`src/rtl/lz11_pkg.sv`:
```
package lz11_pkg;

  localparam int unsigned WinDepth = 4096;
  localparam int unsigned WinAw    = $clog2(WinDepth);
  localparam int unsigned SizeW    = 24;
  localparam int unsigned CopyW    = 17;
  localparam int unsigned DistW    = WinAw + 1;
  localparam int unsigned InDepth  = 2;
  localparam int unsigned InAw     = $clog2(InDepth);
  localparam int unsigned OutDepth = 4;
  localparam int unsigned OutAw    = $clog2(OutDepth);

  localparam logic [2:0] ST_BYTE   = 3'd0;
  localparam logic [2:0] ST_NEED   = 3'd1;
  localparam logic [2:0] ST_ACCEPT = 3'd2;
  localparam logic [2:0] ST_REJECT = 3'd3;
  localparam logic [2:0] ST_DONE   = 3'd4;

  localparam logic [2:0] PH_FLAG  = 3'd0;
  localparam logic [2:0] PH_TOKEN = 3'd1;
  localparam logic [2:0] PH_COPY  = 3'd2;

  localparam logic [3:0] SEL_LONG  = 4'h0;
  localparam logic [3:0] SEL_HUGE  = 4'h1;
  localparam logic [2:0] NEED_LONG  = 3'd3;
  localparam logic [2:0] NEED_HUGE  = 3'd4;
  localparam logic [2:0] NEED_SHORT = 3'd2;

  localparam logic [CopyW-1:0] LongBias = CopyW'(12'h011);
  localparam logic [CopyW-1:0] HugeBias = CopyW'(12'h111);
  localparam logic [3:0]       FlagBits = 4'd8;

  typedef struct packed {
    logic       pull;
    logic [7:0] data;
  } item_t;

  typedef struct packed {
    logic [7:0] out_byte;
    logic [2:0] status;
    logic       last;
  } result_t;

endpackage

```
`src/rtl/lz11_front.sv`:
```
module lz11_front (
  input  logic            clk_i,
  input  logic            rst_ni,
  input  logic            push,
  output logic            full,
  input  logic            op_i,
  input  logic [7:0]      data_byte_i,
  output logic            item_valid_o,
  output lz11_pkg::item_t item_o,
  input  logic            item_take_i
);
  import lz11_pkg::*;

  item_t          slot_q [InDepth];
  logic [InAw-1:0] rptr_q, wptr_q;
  logic [InAw:0]   count_q;
  logic            wr_en, rd_en;

  assign full         = (count_q == (InAw+1)'(InDepth));
  assign item_valid_o = (count_q != '0);
  assign item_o       = slot_q[rptr_q];
  assign wr_en        = push && !full;
  assign rd_en        = item_take_i && item_valid_o;

  always_ff @(posedge clk_i or negedge rst_ni) begin
    if (!rst_ni) begin
      rptr_q  <= '0;
      wptr_q  <= '0;
      count_q <= '0;
    end else begin
      if (wr_en) wptr_q <= wptr_q + 1'b1;
      if (rd_en) rptr_q <= rptr_q + 1'b1;
      count_q <= count_q + (InAw+1)'(wr_en) - (InAw+1)'(rd_en);
    end
  end

  always_ff @(posedge clk_i) begin
    if (wr_en) begin
      slot_q[wptr_q].pull <= op_i;
      slot_q[wptr_q].data <= data_byte_i;
    end
  end

endmodule

```
`config.mk`:
```
export PLATFORM = sky130hd
export DESIGN_NAME = lz11_front
export DESIGN_NICKNAME = d
export VERILOG_FILES = /design/src/rtl/lz11_pkg.sv /design/src/rtl/lz11_front.sv
export SDC_FILE = /design/constraint.sdc
export NUM_CORES = 1
export LEC_CHECK = 0
export ABC_AREA = 0
export BUFFER_PORTS_ARGS = -buffer_cell sky130_fd_sc_hd__clkbuf_2
export CORE_MARGIN = 2
export CORE_UTILIZATION = 52
export DETAILED_ROUTE_END_ITERATION = 8
export PLACE_DENSITY = 0.8
export SYNTH_ARGS = -nofsm -noshare
export SYNTH_HDL_FRONTEND = slang
export SYNTH_SLANG_ARGS = --single-unit
```
`constraint.sdc`:
```
create_clock -name clk_i -period 2.9 [get_ports clk_i]
set_input_delay 0 -clock clk_i [delete_from_list [all_inputs] [get_ports clk_i]]
set_output_delay 0 -clock clk_i [all_outputs]
set_load 0.005 [all_outputs]
```
==> results of run 1 <==
[worst max-delay path by stage]
stage / from / to / slack (ps) / cells after the start
2_1_floorplan: count_q[1] / count_q[1] / 1280 / 7
3_3_place_gp: count_q[1] / count_q[1] / 1270 / 7
3_5_place_dp: count_q[1] / slot_q[0][0] / 1210 / 3
4_1_cts: count_q[1] / count_q[1] / 1200 / 7
5_1_grt: count_q[0] / slot_q[0][7] / 1080 / 3
6_report: count_q[1] / count_q[1] / 1220 / 7
[registers in the layout (all words and copies together), names as in the netlist]
signal and count:
rptr_q 1, wptr_q 1, count_q 2, slot_q 18
[power breakdown]
part	switching, mW	leakage [nW]	internal (mW)
sequential	0.0561	0.214	0.441
clock	0.0823	0.0154	0.0499
combinational	0.132	0.237	0.181
[stage by stage]
step | utilization | hold WS (ps) | std cells | power, mW | worst slack [ps]
after detailed placement | 0.644 | -188 | 84 | 0.816 | 1210
after global placement | 0.644 | -189 | 84 | 0.799 | 1270
final | 0.734 | 38.4 | 99 | 0.942 | 1220
after global routing | 0.734 | 39.3 | 99 | 1.01 | 1080
after CTS | 0.734 | 27.0 | 99 | 0.958 | 1200
after floorplan | - | -296 | 46 | 0.696 | 1280
[cell usage after synthesis]
cell type,number,share of area
and2_4,1,0.010
and3_1,1,0.0073
buf_2,1,0.0059
dfrtp_1,4,0.12
edfxtp_1,18,0.63
ha_1,2,0.029
inv_1,2,0.0088
mux2_2,9,0.12
nand2_1,1,0.0044
nand2b_1,1,0.0073
nor2_1,1,0.0044
or2_4,1,0.010
xnor2_1,3,0.031
xor2_1,1,0.010
[kinds of logic (layout without fill, tap and decap cells)]
kind of cell	after synthesis	after routing	share of synthesized area
flops	22	22	0.752
mux	9	9	0.119
simple gates	6	6	0.0441
xor+xnor	4	4	0.0411
buf+inv	3	40	0.0147
fa+ha+maj	2	2	0.0294
[cells in the final DEF, fill, tap and decap left out]
cell / Yosys / final
clkbuf_2: 0 / 23
edfxtp_1: 18 / 18
dlygate4sd3_1: 0 / 11
mux2_2: 9 / 9
dfrtp_1: 4 / 4
xnor2_1: 3 / 3
clkbuf_4: 0 / 3
inv_1: 2 / 2
ha_1: 2 / 2
or2_4: 1 / 1
and2_4: 1 / 1
nand2b_1: 1 / 1
nand2_1: 1 / 1
nor2_1: 1 / 1
and3_1: 1 / 1
xor2_1: 1 / 1
clkinv_1: 0 / 1
[layer usage]
metal / GRT usage / up-vias / wire [um]
li1: - / 243 / -
met1: 0.174 / 231 / 545
met2: 0.310 / 13 / 730
met3: 0.0245 / 0 / 48
met4: 0.0182 / 0 / 0
met5: 0 / - / 0
[critical path: cells and delay by family, from the launching register on]
kind          cells  cell delay [ps]
xor+xnor          2              290
simple gates      2              420
fa+ha+maj         2              440
buf+inv           1               40
flops             1              420
[final cells by class]
class                           count  area [um^2]
Sequential cell                    22          641
Fill cell                         102          405
Timing Repair Buffer               34          225
Multi-Input combinational cell     21          199
Clock buffer                        3         22.5
Tap cell                           16         20.0
Inverter                            2         7.51
Clock inverter                      1         3.75
[what timing repair did]
| action | CTS | global route |
|---|---|---|
| endpoints found under the hold margin | 23 | 0 |
| resized for setup | 0 | 0 |
| setup endpoints to repair | 0 | 0 |
| hold buffers | 11 | 0 |
==> results_dict.tcl, run 1 <==
set metrics [dict create \
    cp.arrival_ps 1900 \
    hpwl_um 941 \
    dr.pass1.iters 2 \
    path_class "register to register" \
    reg2regPathDepth 7 \
    finalSetupViolCount 0 \
    drt_iter0_drc 2 \
    gp_congestion 0.700 \
    fmax_mhz 594 \
    place_area_um2 982 \
    final_cell_area_um2 1120 \
    max_slew_margin 0.476 \
    start_kind "register" \
    die_w_um 44.5 \
    grt_max_degree 13 \
    max_stage_delay_ps 420 \
    n_antenna_cell 0 \
    synth_seq_cells 22 \
    synth_cell_types 14 \
    htree_levels 1 \
    tns_ps 0 \
    endpoint_kind "register" \
    synth_cells 46 \
    vias 487 \
    layout.nets 99 \
    dieHeight_um 44.5 \
    start_util 0.559 \
    reg2reg_to "count_q[1]" \
    rsz0062_at_grt "no" \
    via_per_inst 4.92 \
    cts_buffer_depth 2 \
    ff2ff_setup_slack_ps 1220 \
    row_count 14 \
    postCtsSetupBuffers 0 \
    port_buffers 23 \
    cts_tree "done" \
    p_per_area_nw_per_um2 842 \
    avgSynthCellArea_um2 18.5 \
    vdd_drop_max_mv 0.527 \
    worstHoldPathType "input pin to register" \
    clock_latency_ps 290 \
    syn_to_final_growth_pct 31.3 \
    mappedNetlistNets 61 \
    top_level_ports 24 \
    hold_viol_final 0 \
    grt_pass1_wl_mm 2.17 \
    yosysWarnings 0 \
    min_delay_path_depth 3 \
    drc 0 \
    path_cells "or2_4 -> and2_4 -> ha_1 -> inv_1 -> ha_1 -> xnor2_1 -> xnor2_1" \
    period_minus_slack_ps 1680 \
    synth_area_um2 852 \
    crit_slowest_cell "dfrtp_1" \
    power_leakage_nw 0.466 \
    tightest_slew_ps 783 \
    run_status "complete, no violations" \
    holdPathEnd "wptr_q" \
    cts_inserted_buffers 3 \
    crit_required_ps 3120 \
    ys_seq_area_frac 0.752 \
    skew_ps 1.90 \
    gr-total-overflow 0 \
    antenna_left 0 \
    drv_cap 0 \
    grt_antenna_before_repair 0 \
    min_period_over_period 0.580 \
    die_area_um2 1980 \
    maxSlewViolCount 0 \
    core_um2 1520 \
    clock-root-buffer "clkbuf_4" \
    drive_above_1_share 0.446 \
    cts_sinks 22 \
    grt_pass1_vias 520 \
    gr-usage-all-layers 0.155 \
    hold_path_startpoint "push" \
    wl_mm 1.32 \
    cp_max_fo 3 \
    r2r-start "count_q[1]" \
    post_drt_wl_per_cell_um 13.4 \
    clk_pin_slew_ps 110 \
]
No activity file was read; power rests on OpenSTA's default activity.
==> run 2, diff against run 1 <==
CORE_UTILIZATION = 49   (was 52)
PLACE_DENSITY = 0.76   (was 0.8)
clock period = 1.72 ns   (was 2.9 ns; I/O delays follow)
==> run 2 against run 1 <==
Compared with the run above:
- critical path depth did not move
- non-clock buffer count is 2 higher
- flip-flop and latch count unchanged
- fmax up 1.9%
- final area rose by 3.2%
- clock power up 66%
- critical path type unchanged
- clock skew down 1.2 ps
==> results_dict.tcl, run 2 (synthesized netlist as in run 1, its figures left out) <==
set metrics [dict create \
    gr-total-overflow 0 \
    top_level_ports 24 \
    endpoint_kind "register" \
    hold_viol_final 0 \
    grt_antenna_before_repair 0 \
    place_area_um2 998 \
    drc 0 \
    gp_congestion 0.659 \
    cp_max_fo 3 \
    core_um2 1690 \
    top_regs "slot_q (18), count_q (2)" \
    hpwl_um 894 \
    tns_ps 0 \
    period_minus_slack_ps 1650 \
    tightest_slew_ps 436 \
    rsz0062_at_grt "no" \
    largest_reg_flops 18 \
    max_slew_margin 0.709 \
    power.total_mw 1.67 \
    port_buffers 23 \
    start_kind "register" \
    final_cell_area_um2 1150 \
    dieHeight_um 45.7 \
    regMostFlops "slot_q" \
    vdd_drop_max_mv 0.954 \
    start_util 0.504 \
    finalSetupViolCount 0 \
    grt_pass1_vias 455 \
    p_per_area_nw_per_um2 1450 \
    run_status "complete, no violations" \
    die_w_um 45.7 \
    drv_cap 0 \
    drt_iter0_drc 4 \
    cp.arrival_ps 1870 \
    crit_required_ps 1940 \
    syn_to_final_growth_pct 35.5 \
    post_drt_wl_per_cell_um 12.5 \
    via_per_inst 4.92 \
    worstHoldPathType "input pin to async pin" \
    post-place-ws_ps 25.1 \
    ff2ff_setup_slack_ps 70 \
    post-route-util 0.684 \
    setup_slack_ps 69.1 \
    fin_cells 102 \
    cts_buffer_depth 2 \
    fmax_mhz 606 \
    htree_levels 1 \
    clk_pin_slew_ps 100 \
    min_period_over_period 0.960 \
    skew_ps 0.690 \
    clock-root-buffer "clkbuf_4" \
    clock_latency_ps 290 \
    maxSlewViolCount 0 \
    vias 502 \
    grt_max_degree 13 \
    fin_hold_ws_ps 26.1 \
    grt_pass1_wl_mm 1.84 \
    dr.pass1.iters 3 \
    final_common_cell "clkbuf_2" \
    drive_above_1_share 0.506 \
    die_area_um2 2090 \
    power_leakage_nw 0.479 \
    cts_sinks 22 \
    dp_cells 87 \
    wl_mm 1.28 \
    gr-usage-all-layers 0.129 \
    mostFrequentLayoutCells "clkbuf_2, edfxtp_1, dlygate4sd3_1" \
    cts_tree "done" \
    row_count 15 \
    final.fill_count 128 \
    path_class "register to register" \
    n_antenna_cell 0 \
    cts_inserted_buffers 3 \
    layout.nets 101 \
    antenna_left 0 \
]
run 2: worst max-delay path: stages (launching register included):
cell and delay (ps):
dfrtp_1 400, or2_4 260, and2_4 150, ha_4 260
inv_1 40, ha_2 170, xnor2_2 130, xnor2_1 170
run 2: layout make-up:
cell class / count / area [um^2] / share of cell area
Clock buffer: 3 / 22.5 / 0.0195
Timing Repair Buffer: 36 / 238 / 0.206
Inverter: 2 / 7.51 / 0.00650
Tap cell: 17 / 21.3 / 0.0184
Sequential cell: 22 / 641 / 0.555
Clock inverter: 1 / 3.75 / 0.00325
Multi-Input combinational cell: 21 / 221 / 0.192
run 2: repair_timing:
item / 4_1_cts / 5_1_grt
endpoints found under the setup margin: 0 / 1
gates resized for setup: 0 / 3
buffers inserted: 0 / 1
hold buffers: 10 / 0
endpoints found under the hold margin: 22 / 0
run 2: power by group:
group / internal (mW) / switching [mW] / leakage [nW]
sequential: 0.743 / 0.0945 / 0.214
combinational: 0.366 / 0.247 / 0.250
clock: 0.0844 / 0.135 / 0.0154
run 2: path summary, 6_finish.rpt:
path	from	end	cells after the start
hold reg to reg	wptr_q	wptr_q	1
setup reg to reg	count_q[0]	count_q[1]	7
hold / removal	rst_ni	wptr_q	2
max in group asynchronous	rst_ni	rptr_q	2
min in group clk_i	item_take_i	rptr_q	3
setup / recovery	count_q[0]	count_q[1]	7
run 2: metal layers:
layer | global-route usage | vias up | routed length [um] | share of wire
met3 | 0.0238 | 2 | 63 | 0.049
met5 | 0 | - | 0 | 0
li1 | - | 247 | - | -
met1 | 0.152 | 238 | 528 | 0.41
met2 | 0.231 | 15 | 666 | 0.52
met4 | 0.0514 | 0 | 18 | 0.014
==> run 3, diff against run 2 <==
CORE_UTILIZATION = 52   (was 49)
PLACE_DENSITY = 0.8   (was 0.76)
clock period = 1.9 ns   (was 1.72 ns; I/O delays follow)
==> run 3 against run 2 <==
Compared with the run above:
- clock-buffer cell count increased by 1
- combinational power shrank 17%
- fmax down 4.9%
- die area fell by 5.3%
- global-route usage rose by 5.1 points
- non-clock buffer count shrank 1
- register-to-register slack better by 95 ps
- final area is 2.7% lower
- flip-flop and latch count is the same
- worst setup slack gained 95 ps
- total power is 11% lower
- largest cell class unchanged
==> results_dict.tcl, run 3 (synthesized netlist as in run 1, its figures left out) <==
set metrics [dict create \
    cts_hold_buf 10 \
    port_buffers 23 \
    antenna_left 0 \
    post_drt_wl_per_cell_um 14.5 \
    final.fill_count 103 \
    critPathCapture "count_q[1]" \
    gr-usage-all-layers 0.180 \
    drt_iter0_drc 12 \
    cp.arrival_ps 1960 \
    largest_reg_flops 18 \
    top_regs "slot_q (18), count_q (2)" \
    vdd_drop_max_mv 0.978 \
    die_area_um2 1980 \
    n_antenna_cell 0 \
    maxSlewViolCount 0 \
    rsz0062_at_grt "no" \
    mostFrequentLayoutCells "clkbuf_2, edfxtp_1, dlygate4sd3_1" \
    drive_above_1_share 0.464 \
    row_count 14 \
    finalSetupViolCount 0 \
    grt_pass1_vias 565 \
    power_leakage_nw 0.472 \
    r2r-start "count_q[1]" \
    reg2reg_to "count_q[1]" \
    grt_max_degree 13 \
    swShare 0.291 \
    top_level_ports 24 \
    dr.pass1.iters 4 \
    clock-root-buffer "clkbuf_4" \
    period_minus_slack_ps 1740 \
    start_util 0.559 \
    grt_antenna_before_repair 0 \
    ff2ff_setup_slack_ps 160 \
    drv_cap 0 \
    dieHeight_um 44.5 \
    reg2regPathDepth 7 \
    regMostFlops "slot_q" \
    run_status "complete, no violations" \
    gp_congestion 0.688 \
    layout.nets 100 \
    seq_power_share 0.513 \
    gr-total-overflow 0 \
    syn_to_final_growth_pct 31.9 \
    worstHoldPathType "input pin to register" \
    grt_pass1_wl_mm 2.39 \
    place_area_um2 997 \
    cp_max_fo 3 \
    crit_required_ps 2130 \
    tns_ps 0 \
    clock_latency_ps 300 \
    comb_power_share 0.343 \
    cts_inserted_buffers 3 \
    fmax_mhz 576 \
    wl_mm 1.45 \
    drc 0 \
    startpoint "count_q[1]" \
    final_cell_area_um2 1120 \
    core_um2 1520 \
    max_slew_margin 0.705 \
    die_w_um 44.5 \
    cts_buffer_depth 2 \
    endpoint_kind "register" \
    postCtsSetupBuffers 0 \
    ctsResizeCount 0 \
    clk_pin_slew_ps 110 \
    via_per_inst 4.88 \
    skew_ps 1.59 \
    power_switching_uw 432 \
    min_period_over_period 0.914 \
    cts_sinks 22 \
    tightest_slew_ps 443 \
    p_per_area_nw_per_um2 1320 \
    final_common_cell "clkbuf_2" \
    p_int_mw 1.05 \
    start_kind "register" \
    hold_viol_final 0 \
    htree_levels 1 \
    vias 488 \
    cts_tree "done" \
    path_class "register to register" \
    clkPwrFrac 0.145 \
]
run 3: critical path, stage by stage, from the launching register on:
cell     delay, ps
dfrtp_1        420
or2_4          260
and2_4         170
ha_1           280
inv_1           40
ha_1           180
xnor2_1        170
xnor2_1        140
run 3: routing by layer:
metal	wire length, um	GRT usage
met5	0	0
met4	19	0.0909
met3	51	0.0367
met2	834	0.354
met1	548	0.170
run 3: metrics by stage:
| step | util | worst slack (ps) | hold slack (ps) | cells | power, mW |
|---|---|---|---|---|---|
| after CTS | 0.737 | 153 | 10.5 | 100 | 1.50 |
| final | 0.737 | 164 | 18.4 | 100 | 1.48 |
| after global placement | 0.654 | 268 | -189 | 86 | 1.24 |
| after detailed placement | 0.654 | 177 | -179 | 86 | 1.27 |
| after floorplan | - | 279 | -296 | 46 | 1.06 |
| after global routing | 0.737 | 69.4 | 23.7 | 100 | 1.57 |
run 3: area by class of cell:
cell class / instances / area [um^2] / share of cell area
sequential: 22 / 641 / 0.570
timing repair buffer: 35 / 230 / 0.205
multi-input combinational: 21 / 199 / 0.177
clock buffer: 4 / 26.3 / 0.0234
tap: 16 / 20.0 / 0.0178
inverter: 2 / 7.51 / 0.00668
run 3: how the worst min path moves through the flow:
stage | from | endpoint | slack (ps) | depth (start not counted)
floorplan | rst_ni | count_q[0] | -300 | 0
global placement | rst_ni | count_q[1] | -190 | 1
detailed placement | rst_ni | count_q[1] | -180 | 1
CTS | push | wptr_q | 10 | 3
global route | item_take_i | rptr_q | 20 | 3
finish | push | wptr_q | 20 | 3
run 3: power groups by stage:
| stage | combinational, mW | clock, mW | sequential [mW] |
|---|---|---|---|
| final | 0.507 | 0.214 | 0.759 |
| after floorplan | 0.345 | 0 | 0.718 |
| after global placement | 0.472 | 0 | 0.766 |
| after detailed placement | 0.498 | 0 | 0.774 |
| after global routing | 0.563 | 0.234 | 0.778 |
| after CTS | 0.514 | 0.220 | 0.762 |
