## src/rtl/lz11_pkg.sv

```systemverilog
package lz11_pkg;

  localparam int unsigned WinDepth = 4096;
  localparam int unsigned WinAw    = $clog2(WinDepth);
  localparam int unsigned SizeW    = 24;
  localparam int unsigned CopyW    = 17;
  localparam int unsigned DistW    = WinAw + 1;
  localparam int unsigned InDepth  = 2;
  localparam int unsigned InAw     = $clog2(InDepth);
  localparam int unsigned OutDepth = 4;
  localparam int unsigned OutAw    = $clog2(OutDepth);

  localparam logic [2:0] ST_BYTE   = 3'd0;
  localparam logic [2:0] ST_NEED   = 3'd1;
  localparam logic [2:0] ST_ACCEPT = 3'd2;
  localparam logic [2:0] ST_REJECT = 3'd3;
  localparam logic [2:0] ST_DONE   = 3'd4;

  localparam logic [2:0] PH_FLAG  = 3'd0;
  localparam logic [2:0] PH_TOKEN = 3'd1;
  localparam logic [2:0] PH_COPY  = 3'd2;

  localparam logic [3:0] SEL_LONG  = 4'h0;
  localparam logic [3:0] SEL_HUGE  = 4'h1;
  localparam logic [2:0] NEED_LONG  = 3'd3;
  localparam logic [2:0] NEED_HUGE  = 3'd4;
  localparam logic [2:0] NEED_SHORT = 3'd2;

  localparam logic [CopyW-1:0] LongBias = CopyW'(12'h011);
  localparam logic [CopyW-1:0] HugeBias = CopyW'(12'h111);
  localparam logic [3:0]       FlagBits = 4'd8;

  typedef struct packed {
    logic       pull;
    logic [7:0] data;
  } item_t;

  typedef struct packed {
    logic [7:0] out_byte;
    logic [2:0] status;
    logic       last;
  } result_t;

endpackage

```

## src/rtl/lz11_outq.sv

```systemverilog
module lz11_outq (
  input  logic              clk_i,
  input  logic              rst_ni,
  input  logic              push_i,
  input  lz11_pkg::result_t res_i,
  output logic [lz11_pkg::OutAw:0] count_o,
  output logic              empty,
  input  logic              pop,
  output lz11_pkg::result_t head_o
);
  import lz11_pkg::*;

  result_t          slot_q [OutDepth];
  logic [OutAw-1:0] rptr_q, wptr_q;
  logic [OutAw:0]   count_q;
  logic             rd_en;

  assign count_o = count_q;
  assign empty   = (count_q == '0);
  assign head_o  = slot_q[rptr_q];
  assign rd_en   = pop && !empty;

  always_ff @(posedge clk_i or negedge rst_ni) begin
    if (!rst_ni) begin
      rptr_q  <= '0;
      wptr_q  <= '0;
      count_q <= '0;
    end else begin
      if (push_i) wptr_q <= wptr_q + 1'b1;
      if (rd_en) rptr_q <= rptr_q + 1'b1;
      count_q <= count_q + (OutAw+1)'(push_i) - (OutAw+1)'(rd_en);
    end
  end

  always_ff @(posedge clk_i) begin
    if (push_i) slot_q[wptr_q] <= res_i;
  end

endmodule

```

## config.mk

```make
export PLATFORM = sky130hd
export DESIGN_NAME = lz11_outq
export DESIGN_NICKNAME = d
export VERILOG_FILES = /design/src/rtl/lz11_pkg.sv /design/src/rtl/lz11_outq.sv
export SDC_FILE = /design/constraint.sdc
export NUM_CORES = 1
export LEC_CHECK = 0
export BUFFER_PORTS_ARGS = -buffer_cell sky130_fd_sc_hd__buf_2
export CELL_PAD_IN_SITES_DETAIL_PLACEMENT = 0
export CELL_PAD_IN_SITES_GLOBAL_PLACEMENT = 2
export CORE_MARGIN = 3
export CORE_UTILIZATION = 42
export DETAILED_ROUTE_END_ITERATION = 8
export PLACE_DENSITY = 0.87
export SYNTH_ARGS = -nofsm -noshare
export SYNTH_HDL_FRONTEND = slang
export SYNTH_SLANG_ARGS = --single-unit
```

## constraint.sdc

```tcl
create_clock -name clk_i -period 2.6 [get_ports clk_i]
set_clock_uncertainty 0.1 [all_clocks]
set_input_delay 0.52 -clock clk_i [delete_from_list [all_inputs] [get_ports clk_i]]
set_output_delay 0.52 -clock clk_i [all_outputs]
set_load 0.05 [all_outputs]
```

==> run_results.csv, run 1 <==
group,metric,value,unit
setup_path,slowest_delay,0.46,ns
synthesis,netlist_top_cells_area,"edfxtp_1 67%, mux4_2 8.3%, dfrtp_1 8.1%, mux4_1 4.9%, ha_1 3.5%",
setup_path,r2r_setup_slack,0.24,ns
hold_path,hold-path-endpoint,"slot_q[3][4]",
hold_path,holdCritStartpoint,"res_i[4]",
floorplanning,die_height,77.7,um
clock_network,numCtsBuffers,5,
routing,route.detailed.drc,0,
synthesis,synth_nets,121,
pwr,p_comb_share,40.1,%
hold_path,hp-class,"input port to flip-flop",
timing,period_needed,2.36,ns
global_route,grt_pass1_vias,1116,
floorplanning,io_pins,32,
setup_path,setup.worst_path.class,"flip-flop to flip-flop",
final_layout,n_fill_cell,388,
setup_path,cp_data_required_time,2.73,ns
synthesis,synth_cells,98,
clock_network,cts_resized,0,
setup_path,crit_fanout,6,
final_layout,area_growth,16.7,%
clock_network,root_buffer,"clkbuf_8",
global_route,overflow,0,
routing,vias_per_cell,4.85,
pwr,power_density,1280,mW/mm^2
routing,wl,3.29,mm
global_route,grtUsageTotal,12.2,%
setup_path,crit_path_frequent_cell,"inv_1",
timing,finalCritPeriodShare,90.8,%
pwr,p_sw,1.25,mW
clock_network,clockBufferDepth,2,
timing,slew_headroom,57.4,%
timing,finalSetupTns,0,ns
global_route,grt_pass1_wl,5.47,mm
floorplanning,rows,25,
global_route,antenna_found_initial,0,
pwr,seq_power_share,40.2,%
clock_network,cts_tree,"yes",
timing,worst_pin_slew,0.639,ns
hold_path,min_path_cells,1,
setup_path,crit_buf_inv,3,
synthesis,synth_area_leader_cell,"edfxtp_1",
routing,ant_nets,0,
synthesis,synth-seq-cells,55,
clock_network,cts_sinks,55,
setup_path,critPathTopFamily,"adder cells",
placed_design,port_buffers,31,
setup_path,startpoint_type,"flip-flop",
placed_design,gp_congestion,0.681,
clock_network,insertion_delay,0.30,ns
pwr,swShare,38.7,%
final_layout,final_util,51.9,%
routing,vias,990,
setup_path,r2r-start,"count_o[1]",
clock_network,htreeDepth,2,
routing,wire_per_inst,16.1,um
final_layout,final_nets,159,
pwr,vdd_drop_max,736,uV
final_layout,drive_above_1_share,35.0,%
setup_path,reg2reg_to,"count_o[2]",
routing,first_pass_iters,4,
floorplanning,core-area,0.00485,mm^2
pwr,p_leak,0.938,nW
routing,drt_iter0_markers,59,
synthesis,synth_top_area_share,66.8,%
pwr,intPower,1.98,mW
setup_path,reg2reg_depth,9,
global_route,grt_max_degree,17,
job,max_cap_viol_count,0,
synthesis,syn_area_per_cell,22.0,um^2
synthesis,ys_seq_area_share,74.9,%
status,status,"finished, final reports clean",
timing,hold_viol,0,
setup_path,cpMaxStageDelayCell,"dfrtp_1",
setup_path,critPathCaptureType,"flip-flop",
floorplanning,die_w,77.7,um
placed_design,dpl.hpwl,2.23,mm
pwr,clkPwrFrac,19.7,%
timing,rsz0062_at_grt,"false",
floorplanning,fp.dieArea,0.00603,mm^2
synthesis,synth.distinct_cells,18,
setup_path,crit_chain,"o31ai_1 -> inv_1 -> ha_1 -> inv_1 -> ha_1 -> inv_1 -> fa_1 -> xnor2_1 -> xnor2_1",
synthesis,yosys_warnings,0,
setup_path,cp.arrival,2.49,ns
clock_network,clk_pin_slew,0.09,ns
timing,drv_slew,0,
synthesis,synth.cell_area,0.00216,mm^2
timing,fmax,424,MHz
final_layout,diodes,0,
timing,setup_viol,0,
floorplanning,initial_core_util,44.5,%
sequential cells by signal (all words and copies together), names as in the netlist:
register  count
count_o       3
rptr_q        2
slot_q       48
wptr_q        2
synth_stat cells:
cell / n
o21ai_0: 1
dfrtp_1: 7
buf_2: 1
buf_12: 1
fa_1: 1
edfxtp_1: 48
buf_6: 1
nor3_1: 1
o31ai_1: 1
and2_1: 4
xnor2_1: 4
mux4_2: 8
mux4_1: 4
xor2_1: 1
ha_1: 6
inv_1: 7
o311ai_0: 1
nand2_1: 1
how the worst max path moves through the flow:
| stage | from | endpoint | slack [ns] | cells after the start |
|---|---|---|---|---|
| finish | count_o[1] | count_o[2] | 0.24 | 9 |
| detailed placement | count_o[1] | count_o[2] | 0.22 | 9 |
| floorplan | count_o[1] | count_o[2] | 0.13 | 9 |
| global route | count_o[1] | count_o[2] | 0.05 | 9 |
| CTS | count_o[1] | count_o[2] | 0.19 | 9 |
| global placement | count_o[1] | count_o[2] | 0.35 | 9 |
timing repair:
action | CTS | global route
hold endpoints to repair | 7 | 0
hold buffers | 1 | 0
buffers inserted | 0 | 0
stage by stage:
step | worst slack (ns) | power, mW | std cells | cell area (um^2) | hold slack, ns
after global routing | 0.0473 | 3.40 | 204 | 2520 | 0.316
after CTS | 0.194 | 3.29 | 204 | 2520 | 0.317
after floorplan | 0.126 | 2.38 | 98 | 2160 | 0.124
final | 0.240 | 3.23 | 204 | 2520 | 0.325
after detailed placement | 0.219 | 2.65 | 195 | 2380 | 0.263
after global placement | 0.351 | 2.61 | 195 | 2380 | 0.260
per-layer routing:
layer | vias to the layer above | track usage [%] | share of wire [%]
met5 | - | 0 | 0
met3 | 6 | 3.94 | 5.9
met1 | 492 | 15.2 | 42
met4 | 0 | 3.74 | 1.4
li1 | 460 | - | -
met2 | 32 | 20.1 | 51
worst register-to-register path, stage by stage, from the launching register on:
cell,delay (ns)
dfrtp_1,0.46
o31ai_1,0.38
inv_1,0.09
ha_1,0.28
inv_1,0.06
ha_1,0.14
inv_1,0.05
fa_1,0.40
xnor2_1,0.19
xnor2_1,0.13
layout by cell type (no fill, tap or decap):
master	netlist	routed
bufinv_16	0	2
o31ai_1	1	1
fa_1	1	1
buf_4	0	2
mux4_1	4	4
clkbuf_1	0	1
xor2_1	1	1
dfrtp_1	7	7
buf_2	1	31
mux4_2	8	8
o21ai_0	1	1
ha_1	6	6
nand2_1	1	1
nor3_1	1	1
and2_1	4	4
edfxtp_1	48	48
xnor2_1	4	4
dlygate4sd3_1	0	1
inv_1	7	7
o311ai_0	1	1
clkbuf_8	0	5
power groups by stage:
| stage | logic, mW | clock network, mW | registers, mW |
|---|---|---|---|
| floorplan | 1.03 | 0 | 1.35 |
| finish | 1.29 | 0.636 | 1.30 |
| CTS | 1.33 | 0.653 | 1.31 |
| global route | 1.39 | 0.689 | 1.33 |
| global placement | 1.30 | 0 | 1.31 |
| detailed placement | 1.32 | 0 | 1.33 |
cell type report:
cell class / instances / area, um^2 / share of cell area [%]
sequential: 55 / 1620 / 64.2
multi-input combinational: 33 / 479 / 19.0
timing repair buffer: 34 / 180 / 7.15
tap: 67 / 83.8 / 3.33
clock buffer: 6 / 72.6 / 2.88
clock inverter: 2 / 60.1 / 2.38
inverter: 7 / 26.3 / 1.04
logic make-up (layout without fill, tap and decap cells):
group,count (synthesis),in the layout,synth area share (%)
AOI/OAI and AO/OA,3,3,0.985
DFF,55,55,74.9
muxes,12,12,13.2
and+or+nand+nor,6,6,1.56
xor gates and xnor gates,5,5,2.03
adders and majority gates,7,7,4.41
buffers and inverters,10,49,2.90
Power figures use the tool's default switching activity.
==> run 2, diff against run 1 <==
Clock period 2.6 ns to 2.5 ns, I/O delays scaled along.
==> run_results.csv, run 2 (same netlist as run 1, synthesis figures left out) <==
group,metric,value,unit
pwr,seq_power_share,41.6,%
final_layout,drive_above_1_share,35.8,%
routing,wire_per_inst,17.0,um
pwr,power_density,1310,mW/mm^2
placed_design,gp_congestion,0.651,
floorplanning,die_height,77.7,um
setup_path,r2r_setup_slack,0.20,ns
routing,drt_iter0_markers,51,
routing,ant_nets,0,
setup_path,startpoint_type,"flip-flop",
routing,first_pass_iters,4,
timing,rsz0062_at_grt,"false",
final_layout,diodes,0,
final_layout,largest-register,"slot_q",
final_layout,area_growth,15.8,%
clock_network,cts_sinks,55,
final_layout,largest_reg_flops,48,
final_layout,final_cell_mix,"48 x edfxtp_1, 31 x buf_2, 8 x mux4_2",
global_route,grt_max_degree,17,
timing,hold_viol,0,
clock_network,root_buffer,"clkbuf_8",
floorplanning,initial_core_util,44.5,%
floorplanning,core-area,0.00485,mm^2
routing,wl,3.46,mm
clock_network,numCtsBuffers,5,
pwr,clkPwrFrac,17.0,%
timing,layout_setup_ws,0.199,ns
timing,worst_pin_slew,0.658,ns
clock_network,cts_tree,"yes",
setup_path,endpoint,"count_o[2]",
pwr,swShare,40.3,%
global_route,grt_pass1_vias,1086,
global_route,grtUsageTotal,12.3,%
pwr,vdd_drop_max,830,uV
clock_network,clockBufferDepth,2,
timing,slew_headroom,56.2,%
global_route,antenna_found_initial,0,
setup_path,setup.worst_path.class,"flip-flop to flip-flop",
clock_network,htreeDepth,2,
final_layout,final_common_cell,"edfxtp_1",
floorplanning,die_w,77.7,um
timing,period_needed,2.30,ns
global_route,overflow,0,
setup_path,critPathLaunch,"count_o[1]",
timing,fmax,435,MHz
pwr,p_comb_share,41.5,%
routing,vias,1023,
routing,vias_per_cell,5.01,
floorplanning,fp.dieArea,0.00603,mm^2
placed_design,place_ws,0.107,ns
setup_path,reg2reg_to,"count_o[2]",
floorplanning,io_pins,32,
timing,drv_slew,0,
setup_path,critPathCaptureType,"flip-flop",
clock_network,post_cts_buffers,0,
setup_path,crit_fanout,6,
floorplanning,rows,25,
timing,finalCritPeriodShare,92.0,%
final_layout,n_fill_cell,392,
timing,finalSetupTns,0,ns
setup_path,cp.arrival,2.42,ns
pwr,intPower,1.96,mW
placed_design,port_buffers,31,
pwr,p_leak,0.929,nW
setup_path,cp_data_required_time,2.62,ns
pwr,total_power,3.27,mW
status,status,"finished, final reports clean",
timing,setup_viol,0,
placed_design,dpl.hpwl,2.35,mm
pwr,p_sw,1.32,mW
job,max_cap_viol_count,0,
setup_path,r2r-start,"count_o[1]",
final_layout,final_nets,159,
hold_path,hp-class,"input port to flip-flop",
clock_network,insertion_delay,0.29,ns
routing,route.detailed.drc,0,
global_route,grt_pass1_wl,5.53,mm
setup_path,reg2reg_depth,9,
clock_network,clk_pin_slew,0.08,ns
==> run 2: area by class of cell <==
type	count	area, um^2	share of cell area (%)
clock buffers	5	68.8	2.75
clock inverters	3	38.8	1.55
inverters	7	26.3	1.05
multi-input cells	33	484	19.4
flip-flops and latches	55	1620	64.7
well taps	67	83.8	3.36
repair buffers	34	180	7.21
==> run 2: worst min-delay path by stage <==
| stage | from | end | slack, ns | depth (start not counted) |
|---|---|---|---|---|
| floorplan | rst_ni | count_o[0] | 0.10 | 0 |
| global placement | rst_ni | wptr_q[0] | 0.24 | 1 |
| detailed placement | rst_ni | count_o[0] | 0.24 | 1 |
| CTS | res_i[4] | slot_q[3][4] | 0.30 | 1 |
| global route | res_i[3] | slot_q[1][3] | 0.30 | 1 |
| finish | res_i[4] | slot_q[1][4] | 0.31 | 1 |
==> run 2: metal layers <==
| layer | share of wire, % | GRT usage (%) |
|---|---|---|
| met5 | 0 | 0 |
| met4 | 0.35 | 3.74 |
| met3 | 4.5 | 3.94 |
| met2 | 55 | 21.4 |
| met1 | 40 | 14.6 |
==> run 2: per-stage QoR <==
stage	util (%)	hold WS, ns	cell area (um^2)	std cells
after floorplan	-	0.104	2160	98
after global placement	49.0	0.240	2380	195
after detailed placement	49.0	0.241	2380	195
after CTS	51.4	0.303	2490	204
after global routing	51.5	0.298	2500	204
final	51.5	0.310	2500	204
==> run 2: power groups by stage <==
stage	Combinational (mW)	Clock [mW]	Sequential [mW]
3_5_place_dp	1.37	0	1.38
6_report	1.36	0.555	1.36
4_1_cts	1.38	0.569	1.36
5_1_grt	1.44	0.610	1.39
3_3_place_gp	1.35	0	1.36
2_1_floorplan	1.07	0	1.40
==> run 2: worst max-delay path, cell delays in order, from the launching register on <==
cell and delay (ns):
dfrtp_1 0.47, o31ai_2 0.33, inv_1 0.08, ha_1 0.28
inv_1 0.06, ha_1 0.14, inv_1 0.05, fa_1 0.39
xnor2_1 0.18, xnor2_1 0.14
==> run 2: repair_timing <==
item,4_1_cts,5_1_grt
hold buffers,1,0
endpoints found under the hold margin,7,0
setup endpoints to repair,0,1
gates resized for setup,0,1
==> run 3, diff against run 2 <==
Settings changed: CORE_ASPECT_RATIO set to 0.6.
==> run_results.csv, run 3 (same netlist as run 1, synthesis figures left out) <==
group,metric,value,unit
pwr,total_power,3.30,mW
final_layout,final_common_cell,"edfxtp_1",
clock_network,root_buffer,"clkbuf_8",
floorplanning,core-area,0.00475,mm^2
floorplanning,die_height,61.5,um
timing,finalSetupTns,0,ns
final_layout,layout.cells.non_filler,200,
final_layout,largest_reg_flops,48,
pwr,power_density,1320,mW/mm^2
timing,fmax,433,MHz
routing,first_pass_iters,4,
clock_network,clk_pin_slew,0.10,ns
timing,finalCritPeriodShare,92.4,%
hold_path,min_path_cells,1,
floorplanning,rows,19,
timing,worst_pin_slew,0.646,ns
hold_path,hp-class,"input port to flip-flop",
pwr,seq_power_share,41.0,%
routing,ant_nets,0,
setup_path,startpoint_type,"flip-flop",
routing,vias,1005,
timing,slew_headroom,56.9,%
clock_network,post_cts_buffers,0,
global_route,grt_max_degree,19,
clock_network,insertion_delay,0.31,ns
final_layout,final_cell_mix,"48 x edfxtp_1, 31 x buf_2, 8 x mux4_2",
placed_design,place_ws,0.180,ns
global_route,grtUsageTotal,12.4,%
floorplanning,initial_core_util,45.4,%
routing,drt_iter0_markers,19,
timing,period_needed,2.31,ns
global_route,antenna_found_initial,0,
setup_path,reg2reg_depth,9,
setup_path,critPathCaptureType,"flip-flop",
global_route,grt_pass1_vias,1038,
floorplanning,io_pins,32,
timing,hold_viol,0,
pwr,vdd_drop_max,671,uV
placed_design,placed_cells_incl_taps,191,
final_layout,fin_area,0.00250,mm^2
setup_path,r2r-start,"count_o[1]",
clock_network,cts_tree,"yes",
clock_network,cts_sinks,55,
floorplanning,fp.dieArea,0.00606,mm^2
job,max_cap_viol_count,0,
setup_path,setup.worst_path.class,"flip-flop to flip-flop",
global_route,overflow,0,
setup_path,cp_data_required_time,2.60,ns
floorplanning,die_w,98.5,um
clock_network,numCtsBuffers,5,
routing,wire_per_inst,17.2,um
final_layout,area_growth,15.7,%
timing,layout_setup_ws,0.191,ns
placed_design,port_buffers,31,
timing,rsz0062_at_grt,"false",
final_layout,final_nets,159,
placed_design,post_dp_cell_area,0.00237,mm^2
pwr,clkPwrFrac,18.0,%
final_layout,largest-register,"slot_q",
setup_path,crit_fanout,6,
final_layout,diodes,0,
setup_path,reg2reg_to,"count_o[2]",
timing,drv_slew,0,
routing,vias_per_cell,5.03,
final_layout,seq_area,0.00162,mm^2
routing,route.detailed.drc,0,
final_layout,n_fill_cell,398,
pwr,p_leak,0.932,nW
placed_design,dpl.hpwl,2.36,mm
pwr,intPower,1.96,mW
pwr,swShare,40.5,%
clock_network,clockBufferDepth,2,
setup_path,r2r_setup_slack,0.19,ns
status,status,"finished, final reports clean",
clock_network,htreeDepth,2,
timing,setup_viol,0,
setup_path,cp.arrival,2.41,ns
pwr,p_sw,1.34,mW
final_layout,drive_above_1_share,35.8,%
routing,wl,3.44,mm
pwr,p_comb_share,40.9,%
final_layout,multi_input_area,479,um^2
hold_path,holdCritStartpoint,"res_i[1]",
placed_design,gp_congestion,0.664,
global_route,grt_pass1_wl,5.35,mm
hold_path,hold-path-endpoint,"slot_q[1][1]",
==> run 3: how the worst max path moves through the flow <==
stage | slack [ns] | endpoint | depth (start not counted) | start
after global placement | 0.25 | count_o[2] | 9 | count_o[1]
after detailed placement | 0.18 | count_o[2] | 9 | count_o[1]
final | 0.19 | count_o[2] | 9 | count_o[1]
after global routing | 0.007 | count_o[2] | 9 | count_o[1]
after floorplan | 0.03 | count_o[2] | 9 | count_o[1]
after CTS | 0.17 | head_o[5] | 2 | rptr_q[1]
==> run 3: worst max-delay path: stages, from the launching register on <==
cell and delay [ns]:
dfrtp_1 0.46, o31ai_1 0.37, inv_1 0.09, ha_1 0.28
inv_1 0.06, ha_1 0.12, inv_1 0.05, fa_1 0.39
xnor2_1 0.14, xnor2_1 0.13
==> run 3: repair_timing <==
item                                    in CTS  in global routing
hold endpoints to repair                     7                  0
hold buffers                                 1                  0
resized for setup                            0                  0
endpoints found under the setup margin       0                  0
==> run 3: final cells by class <==
class	count	share of cell area, %
flip-flops and latches	55	64.7
multi-input cells	33	19.2
repair buffers	34	7.21
well taps	63	3.16
clock buffers	5	2.76
clock inverters	3	1.90
inverters	7	1.05
==> run 3: power by group through the flow <==
stage                     Clock [mW]  Sequential [mW]  Combinational [mW]
final                          0.596             1.35                1.35
after CTS                      0.607             1.36                1.39
after global placement             0             1.36                1.35
after global routing           0.649             1.38                1.46
after detailed placement           0             1.38                1.38
after floorplan                    0             1.40                1.07
==> run 3: through the flow <==
step | util, % | hold WS (ns)
after global placement | 49.9 | 0.241
final | 52.5 | 0.299
after CTS | 52.5 | 0.291
after detailed placement | 49.9 | 0.243
after global routing | 52.5 | 0.284
after floorplan | - | 0.104
==> run 3: per-layer routing <==
metal | global-route usage, % | share of wire, % | up-vias | wire (um)
met5 | 0 | 0 | - | 0
met4 | 5.84 | 1.8 | 0 | 63
met3 | 4.30 | 5.9 | 8 | 203
met2 | 19.4 | 46 | 24 | 1590
met1 | 16.2 | 46 | 512 | 1580
li1 | - | - | 461 | -
